`config.mk`:
```
export PLATFORM = sky130hd
export DESIGN_NAME = quicksort_block_sorter
export DESIGN_NICKNAME = d
export VERILOG_FILES = /design/src/hdl/qbs_pkg.sv /design/src/hdl/qbs_ctrl.sv /design/src/hdl/qbs_datapath.sv /design/src/hdl/quicksort_block_sorter.sv
export SDC_FILE = /design/constraint.sdc
export NUM_CORES = 1
export LEC_CHECK = 0
export BUFFER_PORTS_ARGS = -buffer_cell sky130_fd_sc_hd__buf_2
export CAP_MARGIN = 20
export CORE_ASPECT_RATIO = 1.1
export CORE_MARGIN = 5
export CORE_UTILIZATION = 35
export DETAILED_ROUTE_END_ITERATION = 7
export REMOVE_ABC_BUFFERS = 1
export SYNTH_ARGS = -nofsm -noshare
export SYNTH_HDL_FRONTEND = slang
export SYNTH_HIERARCHICAL = 1
export SYNTH_SLANG_ARGS = --single-unit
```
`constraint.sdc`:
```
create_clock -name clk_i -period 9.01 [get_ports clk_i]
set_input_delay 0.4505 -clock clk_i [delete_from_list [all_inputs] [get_ports clk_i]]
set_output_delay 0.4505 -clock clk_i [all_outputs]
set_load 0.02 [all_outputs]
```
`src/hdl/qbs_pkg.sv`:
```
package qbs_pkg;

  // Key width and default block capacity.
  localparam int unsigned KeyW            = 16;
  localparam int unsigned MaxItemsDefault = 16;

  // One incoming request: a key and the end-of-block mark.
  typedef struct packed {
    logic [KeyW-1:0] key_value;
    logic            last_item;
  } req_t;

  // One sorted result.
  typedef struct packed {
    logic [KeyW-1:0] sorted_value;
    logic            final_result;
    logic            overflowed;
  } res_t;

  // Commands from the controller to the datapath, one per controller state.
  typedef struct packed {
    logic load;      // store the accepted key
    logic pop;       // read the top range of the stack
    logic range;     // latch the popped range and read its pivot key
    logic pivot;     // latch the pivot and start the scan
    logic rd_pair;   // read the scanned key and the key at the split edge
    logic cmp;       // compare against the pivot, first half of an exchange
    logic swap;      // second half of an exchange, advance both pointers
    logic fswap1;    // place the pivot at the split edge
    logic fswap2;    // move the displaced key to the top of the range
    logic push_r;    // push the right part if it holds two keys or more
    logic push_l;    // push the left part if it holds two keys or more
    logic out_rd;    // read the next sorted key
    logic out_emit;  // present the sorted key
  } cmd_t;

  // Status from the datapath to the controller.
  typedef struct packed {
    logic k_at_hi;      // scan has reached the pivot position
    logic less;         // scanned key is below the pivot
    logic stack_empty;  // no range is left to partition
    logic out_final;    // the key being presented is the last of the block
  } status_t;

endpackage

```
`src/hdl/qbs_ctrl.sv`:
```
module qbs_ctrl (
  input  logic             clk_i,
  input  logic             rst_ni,
  input  logic             accept_i,
  input  logic             last_i,
  input  qbs_pkg::status_t status_i,
  output qbs_pkg::cmd_t    cmd_o,
  output logic             busy_o
);
  import qbs_pkg::*;

  typedef enum logic [12:0] {
    S_IDLE   = 13'b0000000000001,
    S_POP    = 13'b0000000000010,
    S_RANGE  = 13'b0000000000100,
    S_PIVOT  = 13'b0000000001000,
    S_READ   = 13'b0000000010000,
    S_CMP    = 13'b0000000100000,
    S_SWAP   = 13'b0000001000000,
    S_FSWAP1 = 13'b0000010000000,
    S_FSWAP2 = 13'b0000100000000,
    S_PUSHR  = 13'b0001000000000,
    S_PUSHL  = 13'b0010000000000,
    S_OREAD  = 13'b0100000000000,
    S_OEMIT  = 13'b1000000000000
  } state_e;

  state_e state_q, state_d;

  // Next-state logic.
  always_comb begin
    state_d = state_q;
    case (state_q)
      S_IDLE:   if (accept_i && last_i) state_d = S_POP;
      S_POP:    state_d = status_i.stack_empty ? S_OREAD : S_RANGE;
      S_RANGE:  state_d = S_PIVOT;
      S_PIVOT:  state_d = S_READ;
      S_READ:   state_d = status_i.k_at_hi ? S_FSWAP1 : S_CMP;
      S_CMP:    state_d = status_i.less ? S_SWAP : S_READ;
      S_SWAP:   state_d = S_READ;
      S_FSWAP1: state_d = S_FSWAP2;
      S_FSWAP2: state_d = S_PUSHR;
      S_PUSHR:  state_d = S_PUSHL;
      S_PUSHL:  state_d = S_POP;
      S_OREAD:  state_d = S_OEMIT;
      S_OEMIT:  state_d = status_i.out_final ? S_IDLE : S_OREAD;
      default:  state_d = S_IDLE;
    endcase
  end

  // State register.
  always_ff @(posedge clk_i or negedge rst_ni) begin
    if (!rst_ni) begin
      state_q <= S_IDLE;
    end else begin
      state_q <= state_d;
    end
  end

  // Command decode.
  always_comb begin
    cmd_o          = '0;
    cmd_o.load     = accept_i;
    cmd_o.pop      = (state_q == S_POP);
    cmd_o.range    = (state_q == S_RANGE);
    cmd_o.pivot    = (state_q == S_PIVOT);
    cmd_o.rd_pair  = (state_q == S_READ);
    cmd_o.cmp      = (state_q == S_CMP);
    cmd_o.swap     = (state_q == S_SWAP);
    cmd_o.fswap1   = (state_q == S_FSWAP1);
    cmd_o.fswap2   = (state_q == S_FSWAP2);
    cmd_o.push_r   = (state_q == S_PUSHR);
    cmd_o.push_l   = (state_q == S_PUSHL);
    cmd_o.out_rd   = (state_q == S_OREAD);
    cmd_o.out_emit = (state_q == S_OEMIT);
  end

  assign busy_o = (state_q != S_IDLE);

`ifndef NO_ASSERTIONS
  // A request is only taken while the controller is idle.
  a_accept_idle: assert property (@(posedge clk_i) disable iff (!rst_ni)
    accept_i |-> state_q == S_IDLE)
    else $error("request accepted outside idle");

  // A partition always ends by pushing its subranges and returning to the pop state.
  a_push_order: assert property (@(posedge clk_i) disable iff (!rst_ni)
    state_q == S_PUSHL |=> state_q == S_POP)
    else $error("push sequence broken");

  // The last result of a block returns the controller to idle.
  a_final_idle: assert property (@(posedge clk_i) disable iff (!rst_ni)
    (state_q == S_OEMIT && status_i.out_final) |=> state_q == S_IDLE)
    else $error("controller did not finish after the last result");
`endif

endmodule

```
`src/hdl/qbs_datapath.sv`:
```
module qbs_datapath #(
  parameter int unsigned MAX_ITEMS = qbs_pkg::MaxItemsDefault
) (
  input  logic             clk_i,
  input  logic             rst_ni,
  input  qbs_pkg::req_t    req_i,
  input  qbs_pkg::cmd_t    cmd_i,
  output qbs_pkg::status_t status_o,
  output qbs_pkg::res_t    result_o
);
  import qbs_pkg::*;

  localparam int unsigned IdxW = $clog2(MAX_ITEMS);
  localparam int unsigned CntW = $clog2(MAX_ITEMS + 1);
  localparam int unsigned StkW = 2 * IdxW;

  // Key store and range stack, each one write port and registered reads.
  logic [KeyW-1:0] key_mem [MAX_ITEMS];
  logic [StkW-1:0] stk_mem [MAX_ITEMS];

  logic [CntW-1:0] cnt_q, cnt_d;
  logic            ovf_q, ovf_d;
  logic [CntW-1:0] top_q, top_d;
  logic [IdxW-1:0] lo_q, hi_q, i_q, k_q, out_q;
  logic [IdxW-1:0] lo_d, hi_d, i_d, k_d, out_d;
  logic [KeyW-1:0] pivot_q;
  logic [KeyW-1:0] rd_a_q, rd_b_q;
  logic [StkW-1:0] stk_rd_q;

  logic            key_we;
  logic [IdxW-1:0] key_waddr;
  logic [KeyW-1:0] key_wdata;
  logic            rd_a_en, rd_b_en;
  logic [IdxW-1:0] rd_a_addr;
  logic            stk_we;
  logic [StkW-1:0] stk_wdata;
  logic [CntW-1:0] top_dec;

  logic            has_room;
  logic [CntW-1:0] n_new;
  logic [CntW-1:0] n_last;
  logic            push_r_ok, push_l_ok;
  logic [IdxW-1:0] stk_lo, stk_hi;

  assign has_room = (cnt_q < CntW'(MAX_ITEMS));
  assign n_new    = has_room ? cnt_q + 1'b1 : cnt_q;
  assign n_last   = n_new - 1'b1;
  assign top_dec  = top_q - 1'b1;
  assign stk_lo   = stk_rd_q[StkW-1:IdxW];
  assign stk_hi   = stk_rd_q[IdxW-1:0];

  // Subrange tests around the split point, one bit wider to avoid wrap.
  assign push_r_ok = ({1'b0, i_q} + 1'b1) < {1'b0, hi_q};
  assign push_l_ok = ({1'b0, lo_q} + 1'b1) < {1'b0, i_q};

  // Key store write port selection.
  always_comb begin
    key_we    = 1'b0;
    key_waddr = i_q;
    key_wdata = rd_a_q;
    if (cmd_i.load && has_room) begin
      key_we    = 1'b1;
      key_waddr = cnt_q[IdxW-1:0];
      key_wdata = req_i.key_value;
    end else if (cmd_i.cmp && status_o.less) begin
      key_we    = 1'b1;
      key_waddr = i_q;
      key_wdata = rd_a_q;
    end else if (cmd_i.swap) begin
      key_we    = 1'b1;
      key_waddr = k_q;
      key_wdata = rd_b_q;
    end else if (cmd_i.fswap1) begin
      key_we    = 1'b1;
      key_waddr = i_q;
      key_wdata = pivot_q;
    end else if (cmd_i.fswap2) begin
      key_we    = 1'b1;
      key_waddr = hi_q;
      key_wdata = rd_b_q;
    end
  end

  // Key store read port selection.
  always_comb begin
    rd_a_en   = cmd_i.range || cmd_i.rd_pair || cmd_i.out_rd;
    rd_b_en   = cmd_i.rd_pair;
    rd_a_addr = out_q;
    if (cmd_i.range) begin
      rd_a_addr = stk_hi;
    end else if (cmd_i.rd_pair) begin
      rd_a_addr = k_q;
    end
  end

  // Key store.
  always_ff @(posedge clk_i) begin
    if (key_we) begin
      key_mem[key_waddr] <= key_wdata;
    end
    if (rd_a_en) begin
      rd_a_q <= key_mem[rd_a_addr];
    end
    if (rd_b_en) begin
      rd_b_q <= key_mem[i_q];
    end
  end

  // Range stack write selection: initial range, then right and left parts.
  always_comb begin
    stk_we    = 1'b0;
    stk_wdata = {lo_q, i_q - 1'b1};
    top_d     = top_q;
    if (cmd_i.load && req_i.last_item && n_new >= CntW'(2)) begin
      stk_we    = 1'b1;
      stk_wdata = {IdxW'(0), n_last[IdxW-1:0]};
      top_d     = CntW'(1);
    end else if (cmd_i.push_r && push_r_ok) begin
      stk_we    = 1'b1;
      stk_wdata = {i_q + 1'b1, hi_q};
      top_d     = top_q + 1'b1;
    end else if (cmd_i.push_l && push_l_ok) begin
      stk_we    = 1'b1;
      stk_wdata = {lo_q, i_q - 1'b1};
      top_d     = top_q + 1'b1;
    end else if (cmd_i.pop && !status_o.stack_empty) begin
      top_d     = top_dec;
    end
  end

  // Range stack.
  always_ff @(posedge clk_i) begin
    if (stk_we) begin
      stk_mem[top_q[IdxW-1:0]] <= stk_wdata;
    end
    if (cmd_i.pop) begin
      stk_rd_q <= stk_mem[top_dec[IdxW-1:0]];
    end
  end

  // Block count, overflow flag and output pointer.
  always_comb begin
    cnt_d = cnt_q;
    ovf_d = ovf_q;
    out_d = out_q;
    if (cmd_i.load) begin
      cnt_d = n_new;
      ovf_d = ovf_q || !has_room;
    end
    if (cmd_i.out_emit) begin
      if (status_o.out_final) begin
        cnt_d = '0;
        ovf_d = 1'b0;
        out_d = '0;
      end else begin
        out_d = out_q + 1'b1;
      end
    end
  end

  always_ff @(posedge clk_i or negedge rst_ni) begin
    if (!rst_ni) begin
      cnt_q <= '0;
      ovf_q <= 1'b0;
      top_q <= '0;
      out_q <= '0;
    end else begin
      cnt_q <= cnt_d;
      ovf_q <= ovf_d;
      top_q <= top_d;
      out_q <= out_d;
    end
  end

  // Partition pointers: i is the split edge, k scans the range.
  always_comb begin
    lo_d = lo_q;
    hi_d = hi_q;
    i_d  = i_q;
    k_d  = k_q;
    if (cmd_i.range) begin
      lo_d = stk_lo;
      hi_d = stk_hi;
    end
    if (cmd_i.pivot) begin
      i_d = lo_q;
      k_d = lo_q;
    end
    if (cmd_i.cmp && !status_o.less) begin
      k_d = k_q + 1'b1;
    end
    if (cmd_i.swap) begin
      i_d = i_q + 1'b1;
      k_d = k_q + 1'b1;
    end
  end

  always_ff @(posedge clk_i) begin
    lo_q <= lo_d;
    hi_q <= hi_d;
    i_q  <= i_d;
    k_q  <= k_d;
    if (cmd_i.pivot) begin
      pivot_q <= rd_a_q;
    end
  end

  // Status toward the controller.
  assign status_o.k_at_hi     = (k_q == hi_q);
  assign status_o.less        = (rd_a_q < pivot_q);
  assign status_o.stack_empty = (top_q == '0);
  assign status_o.out_final   = ((CntW'(out_q) + 1'b1) == cnt_q);

  // Result fields.
  assign result_o.sorted_value = rd_a_q;
  assign result_o.final_result = status_o.out_final;
  assign result_o.overflowed   = ovf_q;

`ifndef NO_ASSERTIONS
  // Disjoint ranges of two keys or more never fill more than half the stack.
  a_stack_depth: assert property (@(posedge clk_i) disable iff (!rst_ni)
    top_q <= CntW'(MAX_ITEMS / 2))
    else $error("range stack deeper than expected");

  // The stored count never exceeds the capacity.
  a_count_cap: assert property (@(posedge clk_i) disable iff (!rst_ni)
    cnt_q <= CntW'(MAX_ITEMS))
    else $error("stored count beyond capacity");

  // The split edge never passes the scan pointer.
  a_edge_order: assert property (@(posedge clk_i) disable iff (!rst_ni)
    (cmd_i.cmp || cmd_i.swap) |-> i_q <= k_q)
    else $error("split edge ahead of scan pointer");

  // The last result clears the block state.
  a_block_clear: assert property (@(posedge clk_i) disable iff (!rst_ni)
    (cmd_i.out_emit && status_o.out_final) |=> (cnt_q == '0 && !ovf_q))
    else $error("block state not cleared after the last result");
`endif

endmodule

```
`src/hdl/quicksort_block_sorter.sv`:
```
// Loading: one request per cycle while busy is low; a key marked last starts the sort.
// Sorting: a partition reads and compares each of its non-pivot keys, then places the pivot;
// the single write port of the key store splits an exchange into two writes.
// The sort ends when the range stack is found empty. A block of one key needs no partition.
// Output: each result is read, then presented, due to the registered read of the key store;
// results cannot be stalled. Reset is asynchronous, active low, and leaves an empty block.
module quicksort_block_sorter #(
  parameter int unsigned MAX_ITEMS = qbs_pkg::MaxItemsDefault
) (
  input  logic          clk_i,
  input  logic          rst_ni,
  input  logic          start,
  output logic          busy,
  input  qbs_pkg::req_t req_i,
  output logic          strobe_o,
  output qbs_pkg::res_t result_o
);
  import qbs_pkg::*;

  cmd_t    cmd;
  status_t status;
  logic    accept;
  logic    busy_int;

  // A request is taken while the controller is idle.
  assign accept = start && !busy_int;
  assign busy   = busy_int;

  qbs_ctrl u_ctrl (
    .clk_i    (clk_i),
    .rst_ni   (rst_ni),
    .accept_i (accept),
    .last_i   (req_i.last_item),
    .status_i (status),
    .cmd_o    (cmd),
    .busy_o   (busy_int)
  );

  qbs_datapath #(
    .MAX_ITEMS (MAX_ITEMS)
  ) u_datapath (
    .clk_i    (clk_i),
    .rst_ni   (rst_ni),
    .req_i    (req_i),
    .cmd_i    (cmd),
    .status_o (status),
    .result_o (result_o)
  );

  assign strobe_o = cmd.out_emit;

endmodule
```
==> results.md <==
* Non-filler instance count after layout at 2366
* Pin count of the biggest net entering global routing at 55
* Wire per inst at 25.01 um
* Clk_skew at 0.03022 ns
* Worst Path Class, Setup: reg -> reg
* Endpoints failing setup at 0
* Critical Path Fanout Max at 37
* Setup crit end: u_datapath/rd_a_q[5]
* Starting density of the core at 35.28%
* Area leader, netlist: edfxtp_1
* DIE AREA at 70610 sq um
* Setup TNS at 0 ns
* Worst-Margin Slew at 1.111 ns
* Max-cap violation count at 0
* Sinks on Clock Net at 484
* DR vias/cell at 5.668
* Synth Warn # at 6
* Unique masters post-synth at 80
* Post-CTS sizing at 0
* Port bufs at 39
* I/O pin total at 40
* Flops & latches, synth at 484
* Fin crit share at 53.90%
* Clk root buf: clkbuf_16
* R2R setup slack at 4.15 ns
* Status: complete, no violations
* HPWL Detailed at 36430 um
* Cell Area, Synth at 22890 sq um
* Routed Antenna Nets at 0
* Synth top area cells: edfxtp_1, mux4_2, mux2i_1
* Post-synth top flop: edfxtp_1
* Worst setup path startpoint: u_ctrl/state_q[1]
* All-Layer GR Usage at 16.58%
* CP Launch Type: flip-flop
* R2R depth at 12
* Num rows at 98
* Cells after Synth at 1428
* Placed cells at 2270
* Commonest cells in the synthesized netlist: edfxtp_1, mux4_2, mux2i_1, nor2_1, nand2_1
* Initial DRC count at 1129
* Area Growth Syn to Fin at 13.09%
* GPL Wtd Cong at 0.8177
* WHS at 0.2412 ns
* GRT Residual Overflow at 0
* Clock Path Buffers at 3
* First-pass iteration count of the detailed router at 5
* Share of cells above drive strength 1 at 23.81%
* DR vias at 13410
* Clk_lat worst skew at 0.60 ns
* Register area share after synthesis at 62.90%
* Avg Cell Area, Syn at 16.03 sq um
* Worst-path clk slew at 0.06 ns
* Fin crit period at 4.857 ns
* CTS tree: done
* Slew Viols, Final at 0
* Core area at 64860 sq um
* Fmax achieved at 205.9 MHz
* Die height at 278.2 um
* Crit Reg-Reg Startpoint: u_ctrl/state_q[1]
* # nets final at 1532
* Antenna violations before repair at 0
* Cell Pwr Density at 235.5 nW/um^2
* RSZ-0062 raised after global routing: no
* Remaining DRCs at 0
* First-pass GRT wire length at 88830 um
* H-tree depth at 2
* Vias in the first global route at 13590
* Final Hold Fails at 0
* WL final at 59180 um
* Peak VDD IR at 146.8 uV
* Yosys top cell area share at 59.83%
* Reg-to-Reg End: u_datapath/rd_a_q[5]
* Top-count cell post-synth: edfxtp_1
* Ant diodes at 0
* Relative slew slack at 25.43%
* WP data arrival at 5.18 ns
* Leakage power total at 8.782 nW
* Inserted Clock Buffers at 48
* FFs w/ async S/R, synth at 5.785%
* Hold Path Class: in -> reg
* Final setup margin at 4.153 ns
* Die span in x at 253.8 um
* Number of flops mapped to enable cells by yosys at 456
* Setup crit end kind: flip-flop
* CP Data Required Time at 9.33 ns
* Setup slack at placement at 4.079 ns
* Pwr Total at 6.095 mW
==> critical path, stage by stage (launching register included) <==
cell and delay, ns:
dfrtp_1 0.44, nor4_2 0.39, and3_1 0.29, and4b_2 0.65
mux2i_1 0.30, nor2_1 0.10, a21oi_4 0.13, buf_4 0.47
buf_4 0.71, mux4_2 0.58, nor2b_1 0.15, a211oi_1 0.26
a21oi_1 0.07
==> sequential cells by signal, indices dropped and copies added (netlist names) <==
register             count
u_datapath/key_mem     256
u_datapath/stk_mem     128
u_datapath/pivot_q      16
u_datapath/rd_a_q       16
u_datapath/rd_b_q       16
u_ctrl/state_q          13
u_datapath/stk_rd_q      8
u_datapath/cnt_q         5
u_datapath/top_q         5
u_datapath/hi_q          4
u_datapath/i_q           4
u_datapath/k_q           4
u_datapath/lo_q          4
u_datapath/out_q         4
u_datapath/ovf_q         1
==> power breakdown <==
group          total (mW)  leakage (nW)  internal (mW)  switching (mW)
registers            2.82          4.48           2.73          0.0871
clock network        2.11         0.803           1.23           0.874
logic                1.17          3.50          0.475           0.692
total                6.10          8.78           4.44            1.65
==> cell type report <==
type / count / area [sq um]
fill: 5771 / 38980
clock inverter: 33 / 407.9
tap: 850 / 1064
multi-input combinational: 819 / 8020
sequential: 484 / 14400
timing repair buffer: 88 / 606.8
clock buffer: 55 / 1249
inverter: 37 / 138.9
==> cells by family after synthesis <==
family                     share of synthesized area [%]
buffers and inverters                              2.570
AOI/OAI and AO/OA                                  7.184
muxes                                              17.89
xor gates and xnor gates                           1.301
adders and majority gates                          1.859
DFF                                                62.90
and+or+nand+nor                                    6.298
==> metrics by stage <==
step,utilization [%],area [sq um]
after floorplan,-,22440
after global placement,37.16,24110
after detailed placement,37.21,24140
after CTS,39.78,25800
after global routing,39.90,25880
final,39.90,25880
==> worst min-delay path by stage <==
stage	from	slack, ns	cells past startpoint	end
2_1_floorplan	rst_ni	0.15	0	u_ctrl/state_q[10]
3_5_place_dp	u_datapath/stk_rd_q[6]	0.41	0	u_datapath/lo_q[2]
3_3_place_gp	u_datapath/stk_rd_q[6]	0.40	0	u_datapath/lo_q[2]
5_1_grt	req_i[0]	0.22	3	u_ctrl/state_q[1]
6_report	req_i[0]	0.24	3	u_ctrl/state_q[1]
4_1_cts	req_i[0]	0.21	3	u_ctrl/state_q[1]
==> cell usage in the layout, fill, tap and decap left out, types with 9 or more instances in the layout <==
cell type / netlist / routed
a211oi_1: 19 / 18
a21oi_1: 41 / 39
a221oi_1: 32 / 32
a22oi_1: 21 / 21
and2_1: 22 / 22
buf_2: 26 / 39
buf_4: 10 / 43
clkbuf_16: 0 / 49
clkinv_2: 0 / 9
dfrtp_1: 27 / 26
edfxtp_1: 456 / 456
ha_1: 34 / 33
inv_1: 35 / 35
mux2i_1: 97 / 97
mux4_2: 136 / 136
nand2_1: 61 / 61
nand2b_1: 11 / 11
nand3_1: 11 / 11
nor2_1: 89 / 73
nor2_2: 2 / 17
nor2b_1: 24 / 24
nor3_1: 15 / 11
o21ai_0: 46 / 46
o21ai_1: 15 / 15
o22ai_1: 15 / 15
xnor2_1: 18 / 17
xor2_1: 16 / 16
==> routing by layer <==
metal / track usage (%) / share of wire [%] / up-vias
li1: - / - / 5825
met1: 22.54 / 41 / 6995
met2: 27.62 / 49 / 501
met3: 3.131 / 6.9 / 90
met4: 4.283 / 2.3 / 0
met5: 0 / 0 / -
==> timing repair <==
item                      CTS  global route
setup buffers               0             0
hold buffers                1             0
hold endpoints to repair   27             0
(Power assumes the default switching activity.)
